--- src/sv/sbfp_pkg.sv ---
// ----------------------------------------------------------------------------
// Sync block frame parser package
// Shared types, register codes and constants.
// ----------------------------------------------------------------------------
`timescale 1ns / 1ps

package sbfp_pkg;

    localparam int WORD_W      = 16;
    localparam int BLOCK_WORDS = 7;
    localparam int OBJ_W       = 6 * WORD_W;
    localparam int SUM_W       = 19;
    localparam int OCNT_W      = 5;
    localparam int OUT_DATA_W  = 104;
    localparam int OUT_USER_W  = 4;
    localparam int CFG_IDX_W   = 2;

    localparam logic [CFG_IDX_W-1:0] CFG_SYNC_WORD   = 2'd0;
    localparam logic [CFG_IDX_W-1:0] CFG_IDLE_LIMIT  = 2'd1;
    localparam logic [CFG_IDX_W-1:0] CFG_EMPTY_LIMIT = 2'd2;

    localparam logic [15:0] RST_SYNC_WORD   = 16'haa55;
    localparam logic [7:0]  RST_IDLE_LIMIT  = 8'd16;
    localparam logic [7:0]  RST_EMPTY_LIMIT = 8'd5;
    localparam logic [7:0]  COUNT_SAT       = 8'hff;

    localparam logic OP_BEGIN = 1'b0;

    typedef enum logic [1:0] {
        ST_IDLE,
        ST_READ,
        ST_SHOW
    } t_state;

    typedef struct packed {
        logic begin_col;
        logic idle_inc;
        logic start_save;
        logic clear_frame;
        logic keep;
        logic blk_restart;
        logic append;
        logic set_prev;
        logic clr_prev;
        logic clr_first;
        logic finish;
        logic timeout;
        logic rd_en;
        logic rd_next;
    } t_cmd;

    typedef struct packed {
        logic collecting;
        logic saving;
        logic prev_sync;
        logic first_sync;
        logic is_zero;
        logic is_sync;
        logic idle_hit;
        logic last_result;
    } t_stat;

endpackage

--- src/sv/sync_block_frame_parser_core.sv ---
// ----------------------------------------------------------------------------
// Sync block frame parser.
// Input channel s_axis: tuser is the operation (0 begins a collection, 1 carries
// a word), tdata is the received 16-bit word. Output channel m_axis carries one
// item per kept object, or a single item without an object, with tlast on the
// final item of the run. Registers are written through i_cfg_we, i_cfg_index
// and i_cfg_data, only while the block is idle: a user rule, not enforced.
// Input words stream at one per cycle while no result run is in progress.
// An item that ends a collection starts the result run instead: for each result
// item the object store is read into a register in ST_READ and the item is shown
// from the next cycle on in ST_SHOW; the next read starts only once the shown
// item is taken. No input item is taken during a run.
// When the receiver stalls, the shown item holds until it is taken.
// Synchronous reset clears the parser state and loads the register defaults;
// the object store itself is not cleared and needs no clearing pass.
// ----------------------------------------------------------------------------
`timescale 1ns / 1ps

module sync_block_frame_parser_core
    import sbfp_pkg::*;
#(
    parameter int MAX_OBJECTS = 16
) (
    input  logic                  i_clk,
    input  logic                  i_rst_n,
    input  logic                  s_axis_tvalid,
    output logic                  s_axis_tready,
    input  logic [15:0]           s_axis_tdata,  // word
    input  logic                  s_axis_tuser,  // operation
    output logic                  m_axis_tvalid,
    input  logic                  m_axis_tready,
    // checksum, signature, x_pos, y_pos, width, height, object_count, zero pad
    output logic [OUT_DATA_W-1:0] m_axis_tdata,
    // has_object, frame_empty, timed_out, overflow
    output logic [OUT_USER_W-1:0] m_axis_tuser,
    output logic                  m_axis_tlast,
    input  logic                  i_cfg_we,
    input  logic [CFG_IDX_W-1:0]  i_cfg_index,
    input  logic [WORD_W-1:0]     i_cfg_data
);

    t_cmd  cmd;
    t_stat stat;

    sbfp_ctrl u_ctrl (
        .i_clk       (i_clk),
        .i_rst_n     (i_rst_n),
        .i_in_valid  (s_axis_tvalid),
        .i_in_op     (s_axis_tuser),
        .o_in_ready  (s_axis_tready),
        .o_out_valid (m_axis_tvalid),
        .i_out_ready (m_axis_tready),
        .i_stat      (stat),
        .o_cmd       (cmd)
    );

    sbfp_dp #(
        .MAX_OBJECTS (MAX_OBJECTS)
    ) u_dp (
        .i_clk       (i_clk),
        .i_rst_n     (i_rst_n),
        .i_cfg_we    (i_cfg_we),
        .i_cfg_index (i_cfg_index),
        .i_cfg_data  (i_cfg_data),
        .i_word      (s_axis_tdata),
        .i_cmd       (cmd),
        .o_stat      (stat),
        .o_out_data  (m_axis_tdata),
        .o_out_user  (m_axis_tuser),
        .o_out_last  (m_axis_tlast)
    );

endmodule

--- src/sv/sbfp_ctrl.sv ---
// ----------------------------------------------------------------------------
// Sync block frame parser controller
// Decodes accepted items into datapath commands and sequences the result run.
// ----------------------------------------------------------------------------
`timescale 1ns / 1ps

module sbfp_ctrl
    import sbfp_pkg::*;
(
    input  logic  i_clk,
    input  logic  i_rst_n,
    input  logic  i_in_valid,
    input  logic  i_in_op,
    output logic  o_in_ready,
    output logic  o_out_valid,
    input  logic  i_out_ready,
    input  t_stat i_stat,
    output t_cmd  o_cmd
);

    t_state r_state;
    t_state n_state;

    always_ff @(posedge i_clk) begin
        if (!i_rst_n) begin
            r_state <= ST_IDLE;
        end else begin
            r_state <= n_state;
        end
    end

    always_comb begin
        n_state     = r_state;
        o_cmd       = '0;
        o_in_ready  = 1'b0;
        o_out_valid = 1'b0;
        case (r_state)
            ST_IDLE: begin
                o_in_ready = i_rst_n;
                if (i_in_valid) begin
                    if (i_in_op == OP_BEGIN) begin
                        o_cmd.begin_col = 1'b1;
                    end else if (i_stat.collecting) begin
                        if (i_stat.saving) begin
                            if (i_stat.is_zero) begin
                                o_cmd.keep        = 1'b1;
                                o_cmd.blk_restart = 1'b1;
                                o_cmd.finish      = 1'b1;
                                n_state           = ST_READ;
                            end else if (i_stat.is_sync) begin
                                if (!i_stat.prev_sync) begin
                                    o_cmd.set_prev = 1'b1;
                                    if (!i_stat.first_sync) begin
                                        o_cmd.keep = 1'b1;
                                    end else begin
                                        o_cmd.clr_first = 1'b1;
                                    end
                                end else begin
                                    o_cmd.clear_frame = 1'b1;
                                end
                                o_cmd.blk_restart = 1'b1;
                                o_cmd.append      = 1'b1;
                            end else begin
                                o_cmd.clr_prev = 1'b1;
                                o_cmd.append   = 1'b1;
                            end
                        end else if (i_stat.is_sync) begin
                            o_cmd.start_save = 1'b1;
                        end else begin
                            o_cmd.idle_inc = 1'b1;
                            if (i_stat.idle_hit) begin
                                o_cmd.finish  = 1'b1;
                                o_cmd.timeout = 1'b1;
                                n_state       = ST_READ;
                            end
                        end
                    end
                end
            end
            ST_READ: begin
                o_cmd.rd_en = 1'b1;
                n_state     = ST_SHOW;
            end
            ST_SHOW: begin
                o_out_valid = 1'b1;
                if (i_out_ready) begin
                    if (i_stat.last_result) begin
                        n_state = ST_IDLE;
                    end else begin
                        o_cmd.rd_next = 1'b1;
                        n_state       = ST_READ;
                    end
                end
            end
            default: begin
                n_state = ST_IDLE;
            end
        endcase
    end

endmodule

--- src/sv/sbfp_dp.sv ---
// ----------------------------------------------------------------------------
// Sync block frame parser datapath
// Configuration, block assembly with running checksum, object store and result.
// ----------------------------------------------------------------------------
`timescale 1ns / 1ps

module sbfp_dp
    import sbfp_pkg::*;
#(
    parameter int MAX_OBJECTS = 16
) (
    input  logic                  i_clk,
    input  logic                  i_rst_n,
    input  logic                  i_cfg_we,
    input  logic [CFG_IDX_W-1:0]  i_cfg_index,
    input  logic [WORD_W-1:0]     i_cfg_data,
    input  logic [WORD_W-1:0]     i_word,
    input  t_cmd                  i_cmd,
    output t_stat                 o_stat,
    output logic [OUT_DATA_W-1:0] o_out_data,
    output logic [OUT_USER_W-1:0] o_out_user,
    output logic                  o_out_last
);

    localparam int AW = (MAX_OBJECTS > 1) ? $clog2(MAX_OBJECTS) : 1;
    localparam int CW = $clog2(MAX_OBJECTS + 1);

    logic [WORD_W-1:0] r_sync_word;
    logic [7:0]        r_idle_limit;
    logic [7:0]        r_empty_limit;

    logic              r_collecting;
    logic              r_saving;
    logic              r_first;
    logic              r_prev;
    logic [7:0]        r_idle_count;
    logic [2:0]        r_blk_len;
    logic [SUM_W-1:0]  r_sum;
    logic [CW-1:0]     r_frame_count;
    logic              r_dropped;
    logic [7:0]        r_empty_run;
    logic              r_timed_out;
    logic [AW-1:0]     r_k;

    logic [WORD_W-1:0] r_blk [1:BLOCK_WORDS-1];
    logic [OBJ_W-1:0]  r_mem [0:MAX_OBJECTS-1];
    logic [OBJ_W-1:0]  r_rd_data;

    logic [7:0]        idle_next;
    logic              blk_good;
    logic              store_full;
    logic              do_store;
    logic              has_object;
    logic              frame_empty;
    logic [OBJ_W-1:0]  obj_data;

    assign idle_next  = (r_idle_count == COUNT_SAT) ? r_idle_count : r_idle_count + 8'd1;
    assign blk_good   = (r_blk_len == 3'(BLOCK_WORDS)) &&
                        ({{(SUM_W-WORD_W){1'b0}}, r_blk[1]} == r_sum);
    assign store_full = (r_frame_count >= CW'(MAX_OBJECTS));
    assign do_store   = i_cmd.keep && blk_good && !store_full;

    always_ff @(posedge i_clk) begin
        if (!i_rst_n) begin
            r_sync_word   <= RST_SYNC_WORD;
            r_idle_limit  <= RST_IDLE_LIMIT;
            r_empty_limit <= RST_EMPTY_LIMIT;
        end else if (i_cfg_we) begin
            case (i_cfg_index)
                CFG_SYNC_WORD:   r_sync_word   <= i_cfg_data;
                CFG_IDLE_LIMIT:  r_idle_limit  <= i_cfg_data[7:0];
                CFG_EMPTY_LIMIT: r_empty_limit <= i_cfg_data[7:0];
                default: begin
                end
            endcase
        end
    end

    always_ff @(posedge i_clk) begin
        if (!i_rst_n) begin
            r_collecting  <= 1'b0;
            r_saving      <= 1'b0;
            r_first       <= 1'b0;
            r_prev        <= 1'b0;
            r_idle_count  <= '0;
            r_blk_len     <= '0;
            r_sum         <= '0;
            r_frame_count <= '0;
            r_dropped     <= 1'b0;
            r_empty_run   <= '0;
            r_timed_out   <= 1'b0;
            r_k           <= '0;
        end else begin
            if (i_cmd.begin_col) begin
                r_collecting  <= 1'b1;
                r_saving      <= 1'b0;
                r_first       <= 1'b0;
                r_prev        <= 1'b0;
                r_idle_count  <= '0;
                r_blk_len     <= '0;
                r_sum         <= '0;
                r_frame_count <= '0;
                r_dropped     <= 1'b0;
            end
            if (i_cmd.idle_inc) begin
                r_idle_count <= idle_next;
            end
            if (i_cmd.start_save) begin
                r_saving      <= 1'b1;
                r_first       <= 1'b1;
                r_frame_count <= '0;
                r_dropped     <= 1'b0;
            end
            if (i_cmd.clear_frame) begin
                r_frame_count <= '0;
                r_dropped     <= 1'b0;
            end
            if (i_cmd.keep && blk_good) begin
                if (store_full) begin
                    r_dropped <= 1'b1;
                end else begin
                    r_frame_count <= r_frame_count + CW'(1);
                end
            end
            if (i_cmd.set_prev) begin
                r_prev <= 1'b1;
            end
            if (i_cmd.clr_prev) begin
                r_prev <= 1'b0;
            end
            if (i_cmd.clr_first) begin
                r_first <= 1'b0;
            end
            if (i_cmd.blk_restart) begin
                r_blk_len <= i_cmd.append ? 3'd1 : 3'd0;
                r_sum     <= '0;
            end else if (i_cmd.append && (r_blk_len < 3'(BLOCK_WORDS))) begin
                r_blk_len <= r_blk_len + 3'd1;
                if (r_blk_len >= 3'd2) begin
                    r_sum <= r_sum + {{(SUM_W-WORD_W){1'b0}}, i_word};
                end
            end
            if (i_cmd.finish) begin
                r_collecting <= 1'b0;
                r_saving     <= 1'b0;
                r_timed_out  <= i_cmd.timeout;
                r_k          <= '0;
                if (i_cmd.timeout) begin
                    if (r_empty_run != COUNT_SAT) begin
                        r_empty_run <= r_empty_run + 8'd1;
                    end
                end else begin
                    r_empty_run <= '0;
                end
            end
            if (i_cmd.rd_next) begin
                r_k <= r_k + AW'(1);
            end
        end
    end

    always_ff @(posedge i_clk) begin
        if (i_cmd.append && !i_cmd.blk_restart && (r_blk_len != 3'd0) &&
            (r_blk_len < 3'(BLOCK_WORDS))) begin
            r_blk[r_blk_len] <= i_word;
        end
    end

    always_ff @(posedge i_clk) begin
        if (do_store) begin
            r_mem[r_frame_count[AW-1:0]] <= {r_blk[6], r_blk[5], r_blk[4],
                                             r_blk[3], r_blk[2], r_blk[1]};
        end
        if (i_cmd.rd_en) begin
            r_rd_data <= r_mem[r_k];
        end
    end

    assign has_object  = (r_frame_count != '0);
    assign frame_empty = (r_empty_run >= r_empty_limit);
    assign obj_data    = has_object ? r_rd_data : '0;

    assign o_out_data = {{(OUT_DATA_W-OBJ_W-OCNT_W){1'b0}}, OCNT_W'(r_frame_count), obj_data};
    assign o_out_user = {r_dropped, r_timed_out, frame_empty, has_object};
    assign o_out_last = !has_object || (CW'(r_k) == r_frame_count - CW'(1));

    assign o_stat.collecting  = r_collecting;
    assign o_stat.saving      = r_saving;
    assign o_stat.prev_sync   = r_prev;
    assign o_stat.first_sync  = r_first;
    assign o_stat.is_zero     = (i_word == '0);
    assign o_stat.is_sync     = (i_word == r_sync_word);
    assign o_stat.idle_hit    = (idle_next >= r_idle_limit);
    assign o_stat.last_result = o_out_last;

endmodule

--- config.mk ---
export PLATFORM = sky130hd
export DESIGN_NAME = sync_block_frame_parser_core
export DESIGN_NICKNAME = d
export VERILOG_FILES = /design/src/sv/sbfp_pkg.sv /design/src/sv/sync_block_frame_parser_core.sv /design/src/sv/sbfp_ctrl.sv /design/src/sv/sbfp_dp.sv
export SDC_FILE = /design/constraint.sdc
export NUM_CORES = 2
export LEC_CHECK = 0
export ABC_AREA = 1
export BUFFER_PORTS_ARGS = -buffer_cell sky130_fd_sc_hd__buf_2
export CORE_MARGIN = 2
export CORE_UTILIZATION = 50
export DETAILED_ROUTE_END_ITERATION = 8
export GPL_ROUTABILITY_DRIVEN = 0
export PLACE_DENSITY_LB_ADDON = 0.2
export SLEW_MARGIN = 20
export SYNTH_ARGS = -nofsm -noshare
export SYNTH_HDL_FRONTEND = slang
export SYNTH_SLANG_ARGS = --single-unit
--- constraint.sdc ---
create_clock -name i_clk -period 7.6 [get_ports i_clk]
set_input_delay 1.52 -clock i_clk [delete_from_list [all_inputs] [get_ports i_clk]]
set_output_delay 1.52 -clock i_clk [all_outputs]
set_load 0.01 [all_outputs]
==> reports/qor.yml <==
io_buffers: 147
layout-drive-gt1-share_pct: 9.12
cts_buffer_depth: 3
synth_mux_area_share_pct: 3.63
synth_seq_cells: 1815
max_slew_margin_pct: 21.7
start_kind: "register"
hpwlAfterDp_mm: 101
dr.pass1.iters: 6
ctsHoldBuffers: 0
coreArea_sq_um: 143000
wl_mm: 183
cts.clk_slew.worst_paths_ns: 0.06
synth_compound_area_share_pct: 9.64
worstSetupEndpoint: "m_axis_tdata[40]"
htree_levels: 4
ctsResizeCount: 0
synth_ff_type: "edfxtp_1"
avgRoutedWirePerCell_microns: 25.1
fin_util_pct: 55.8
hold_class: "reg -> reg"
cts_tree: "built"
antenna_found_initial: 6
power.density_nw_per_um2: 241
p_leak_uw: 0.0258
worstSetupEndpointType: "output port"
yosysWarnings: 0
setup_violations: 0
cp_max_fo: 39
netlist_instances: 5176
rrSetupSlack_ns: 3.14
status: "finished, final reports clean"
netlist_area_sq_um: 71900
fmax_mhz: 206
period_needed_ns: 4.86
synth_edf_count: 1728
cts-root-buf: "clkbuf_16"
skew_ns: 0.0272
grt.total_usage_pct: 24.7
clock_sinks: 1815
vdd_drop_max_mv: 0.212
synth-xor-area-share_pct: 0.353
grt_overflow: 0
required_ns: 6.08
rows: 139
synthSimpleGateAreaFrac_pct: 7.86
synth_async_sr_flop_share_pct: 0
start_util_pct: 50.2
vias_per_cell: 5.93
area_delta_synth_final_pct: 11.2
insertion_delay_ns: 0.82
fp.dieArea_sq_um: 147000
cts_made_buffers: 181
path_class: "reg -> out"
tightestPinTransition_ns: 1.17
fin_setup_tns_ns: 0
timing.rr.end: "u_dp.r_rd_data[56]"
cts_setup_buffers: 0
die_w_microns: 383
fin_crit_sh_pct: 63.9
rr_worst_depth: 7
ys_seq_area_share_pct: 74.6
arrival_ns: 3.34
grt_pass1_wl_mm: 270
grt_max_degree: 237
route.vias.total: 43200
numPlacedInstances: 6965
drc: 0
avgSynthCellArea_sq_um: 13.9
synthAdderAreaFrac_pct: 0.776
die_y_microns: 383
diodes: 0
synthDistinctLibCells: 51
critPathLaunch: "u_dp.r_frame_count[0]"
fin_nets: 5330
slew_viol_final: 0
final_cells: 7284
cap_violations: 0
first_global_vias: 41400
drt_iter0_drc: 4960
hold_viol: 0
ios: 151
synth_top_family_by_area: "compound AO/OA/AOI/OAI gates"
postRouteAntennaNets: 0
rsz0062_at_grt: "no"
rr_startpoint: "u_dp.r_k[0]"
[power by group]
part | total, uW | switching, uW | internal, uW
combinational | 114 | 83.0 | 31.4
sequential | 10800 | 5.26 | 10800
clock | 8350 | 3690 | 4670
[cell type report]
class                   instances  area [sq um]
inverters                     231           888
repair buffers                211          1370
well taps                    1903          2380
multi-input cells            2806         16200
flip-flops and latches       1815         53600
clock inverters                78           673
fillers                     11400         63200
clock buffers                 240          4790
[per-stage QoR]
stage / total power (uW) / cell area, sq um / setup slack, ns / hold WS (ns)
2_1_floorplan: 11100 / 71900 / 0.532 / 0.433
3_3_place_gp: 11100 / 74400 / 2.38 / 0.452
3_5_place_dp: 11100 / 74400 / 2.40 / 0.453
4_1_cts: 19400 / 79900 / 2.67 / 0.465
5_1_grt: 19800 / 79900 / 2.50 / 0.492
6_report: 19300 / 79900 / 2.74 / 0.464
[logic make-up (layout without fill, tap and decap cells)]
| group | after synthesis | count (layout) |
|---|---|---|
| DFF | 1815 | 1815 |
| xor gates and xnor gates | 29 | 29 |
| and+or+nand+nor | 1414 | 1414 |
| muxes | 261 | 261 |
| AOI/OAI and AO/OA | 1055 | 1055 |
| buffers and inverters | 557 | 760 |
| adders and majority gates | 44 | 44 |
| other | 1 | 3 |
[placed cells by master (no fill, tap or decap), types with 12 or more instances in the layout]
master     netlist  layout
o22ai_1         45      45
o221ai_1       260     260
buf_12           0      12
clkbuf_16        0     181
nand3_1        123     123
o21ai_0        474     474
nor2_4           3      20
dfxtp_1         87      83
inv_1          218     218
o32ai_1         81      81
xor2_1          16      16
o211ai_1        89      89
mux2i_1        261     261
clkbuf_1       228      55
a21oi_1         79      79
nand4_1         13      13
xnor2_1         13      13
edfxtp_1      1728    1728
nor2_1         852     829
clkinv_2         1      16
clkinv_1         6      42
buf_2           80     147
ha_1            43      43
nor3_1          48      48
buf_4            8      51
nand2_1        359     359
[critical path, stage by stage, from the launching register on]
cell and delay, ns:
dfxtp_1 0.39, inv_1 0.20, ha_1 0.21, nand3_1 0.36, inv_4 0.57, buf_4 0.49
nor2_1 0.09, buf_2 0.16
[cells in the mapped netlist, types with 3 or more instances]
| cell | count | area share, % |
|---|---|---|
| edfxtp_1 | 1728 | 72 |
| nor2_1 | 852 | 4.4 |
| o21ai_0 | 474 | 3.3 |
| nand2_1 | 359 | 1.9 |
| mux2i_1 | 261 | 3.6 |
| o221ai_1 | 260 | 3.2 |
| clkbuf_1 | 228 | 1.2 |
| inv_1 | 218 | 1.1 |
| nand3_1 | 123 | 0.86 |
| o211ai_1 | 89 | 0.93 |
| dfxtp_1 | 87 | 2.4 |
| o32ai_1 | 81 | 0.99 |
| buf_2 | 80 | 0.56 |
| a21oi_1 | 79 | 0.55 |
| nor3_1 | 48 | 0.33 |
| o22ai_1 | 45 | 0.39 |
| ha_1 | 43 | 0.75 |
| xor2_1 | 16 | 0.19 |
| nand4_1 | 13 | 0.11 |
| xnor2_1 | 13 | 0.16 |
| buf_1 | 8 | 0.042 |
| buf_4 | 8 | 0.084 |
| clkinv_1 | 6 | 0.031 |
| inv_2 | 5 | 0.026 |
| o21a_1 | 5 | 0.052 |
| a211oi_1 | 4 | 0.042 |
| a211oi_2 | 3 | 0.052 |
| a21o_1 | 3 | 0.031 |
| nor2_4 | 3 | 0.047 |
| o21ai_1 | 3 | 0.021 |
[how the worst min path moves through the flow]
stage                                  to                  start  depth (start not counted)  slack (ns)
floorplan           u_dp.r_empty_limit[0]  u_dp.r_empty_limit[0]                          2        0.43
global placement    u_dp.r_empty_limit[4]  u_dp.r_empty_limit[4]                          2        0.45
detailed placement         u_dp.r_dropped         u_dp.r_dropped                          2        0.45
CTS                 u_dp.r_empty_limit[6]  u_dp.r_empty_limit[6]                          2        0.46
global route         u_dp.r_idle_limit[5]   u_dp.r_idle_limit[5]                          2        0.49
finish              u_dp.r_empty_limit[4]  u_dp.r_empty_limit[4]                          2        0.46
[sequential cells by signal (all words and copies together), names as in the netlist, 2 cells and up]
register            cells
u_dp.r_frame_count      5
u_dp.r_empty_run        8
u_dp.r_mem           1536
u_dp.r_blk_len          3
u_dp.r_k                4
u_ctrl.r_state          2
u_dp.r_idle_count       8
u_dp.r_sync_word       16
u_dp.r_empty_limit      8
u_dp.r_idle_limit       8
u_dp.r_blk             96
u_dp.r_rd_data         96
u_dp.r_sum             19
[routing by layer]
layer / up-vias / global-route usage, % / wire length, microns
li1: 19500 / - / -
met1: 21700 / 36.4 / 80400
met2: 1669 / 37.9 / 83800
met3: 266 / 3.97 / 13800
met4: 0 / 7.52 / 4670
met5: - / 0 / 0
No activity file was read; power rests on OpenSTA's default activity.
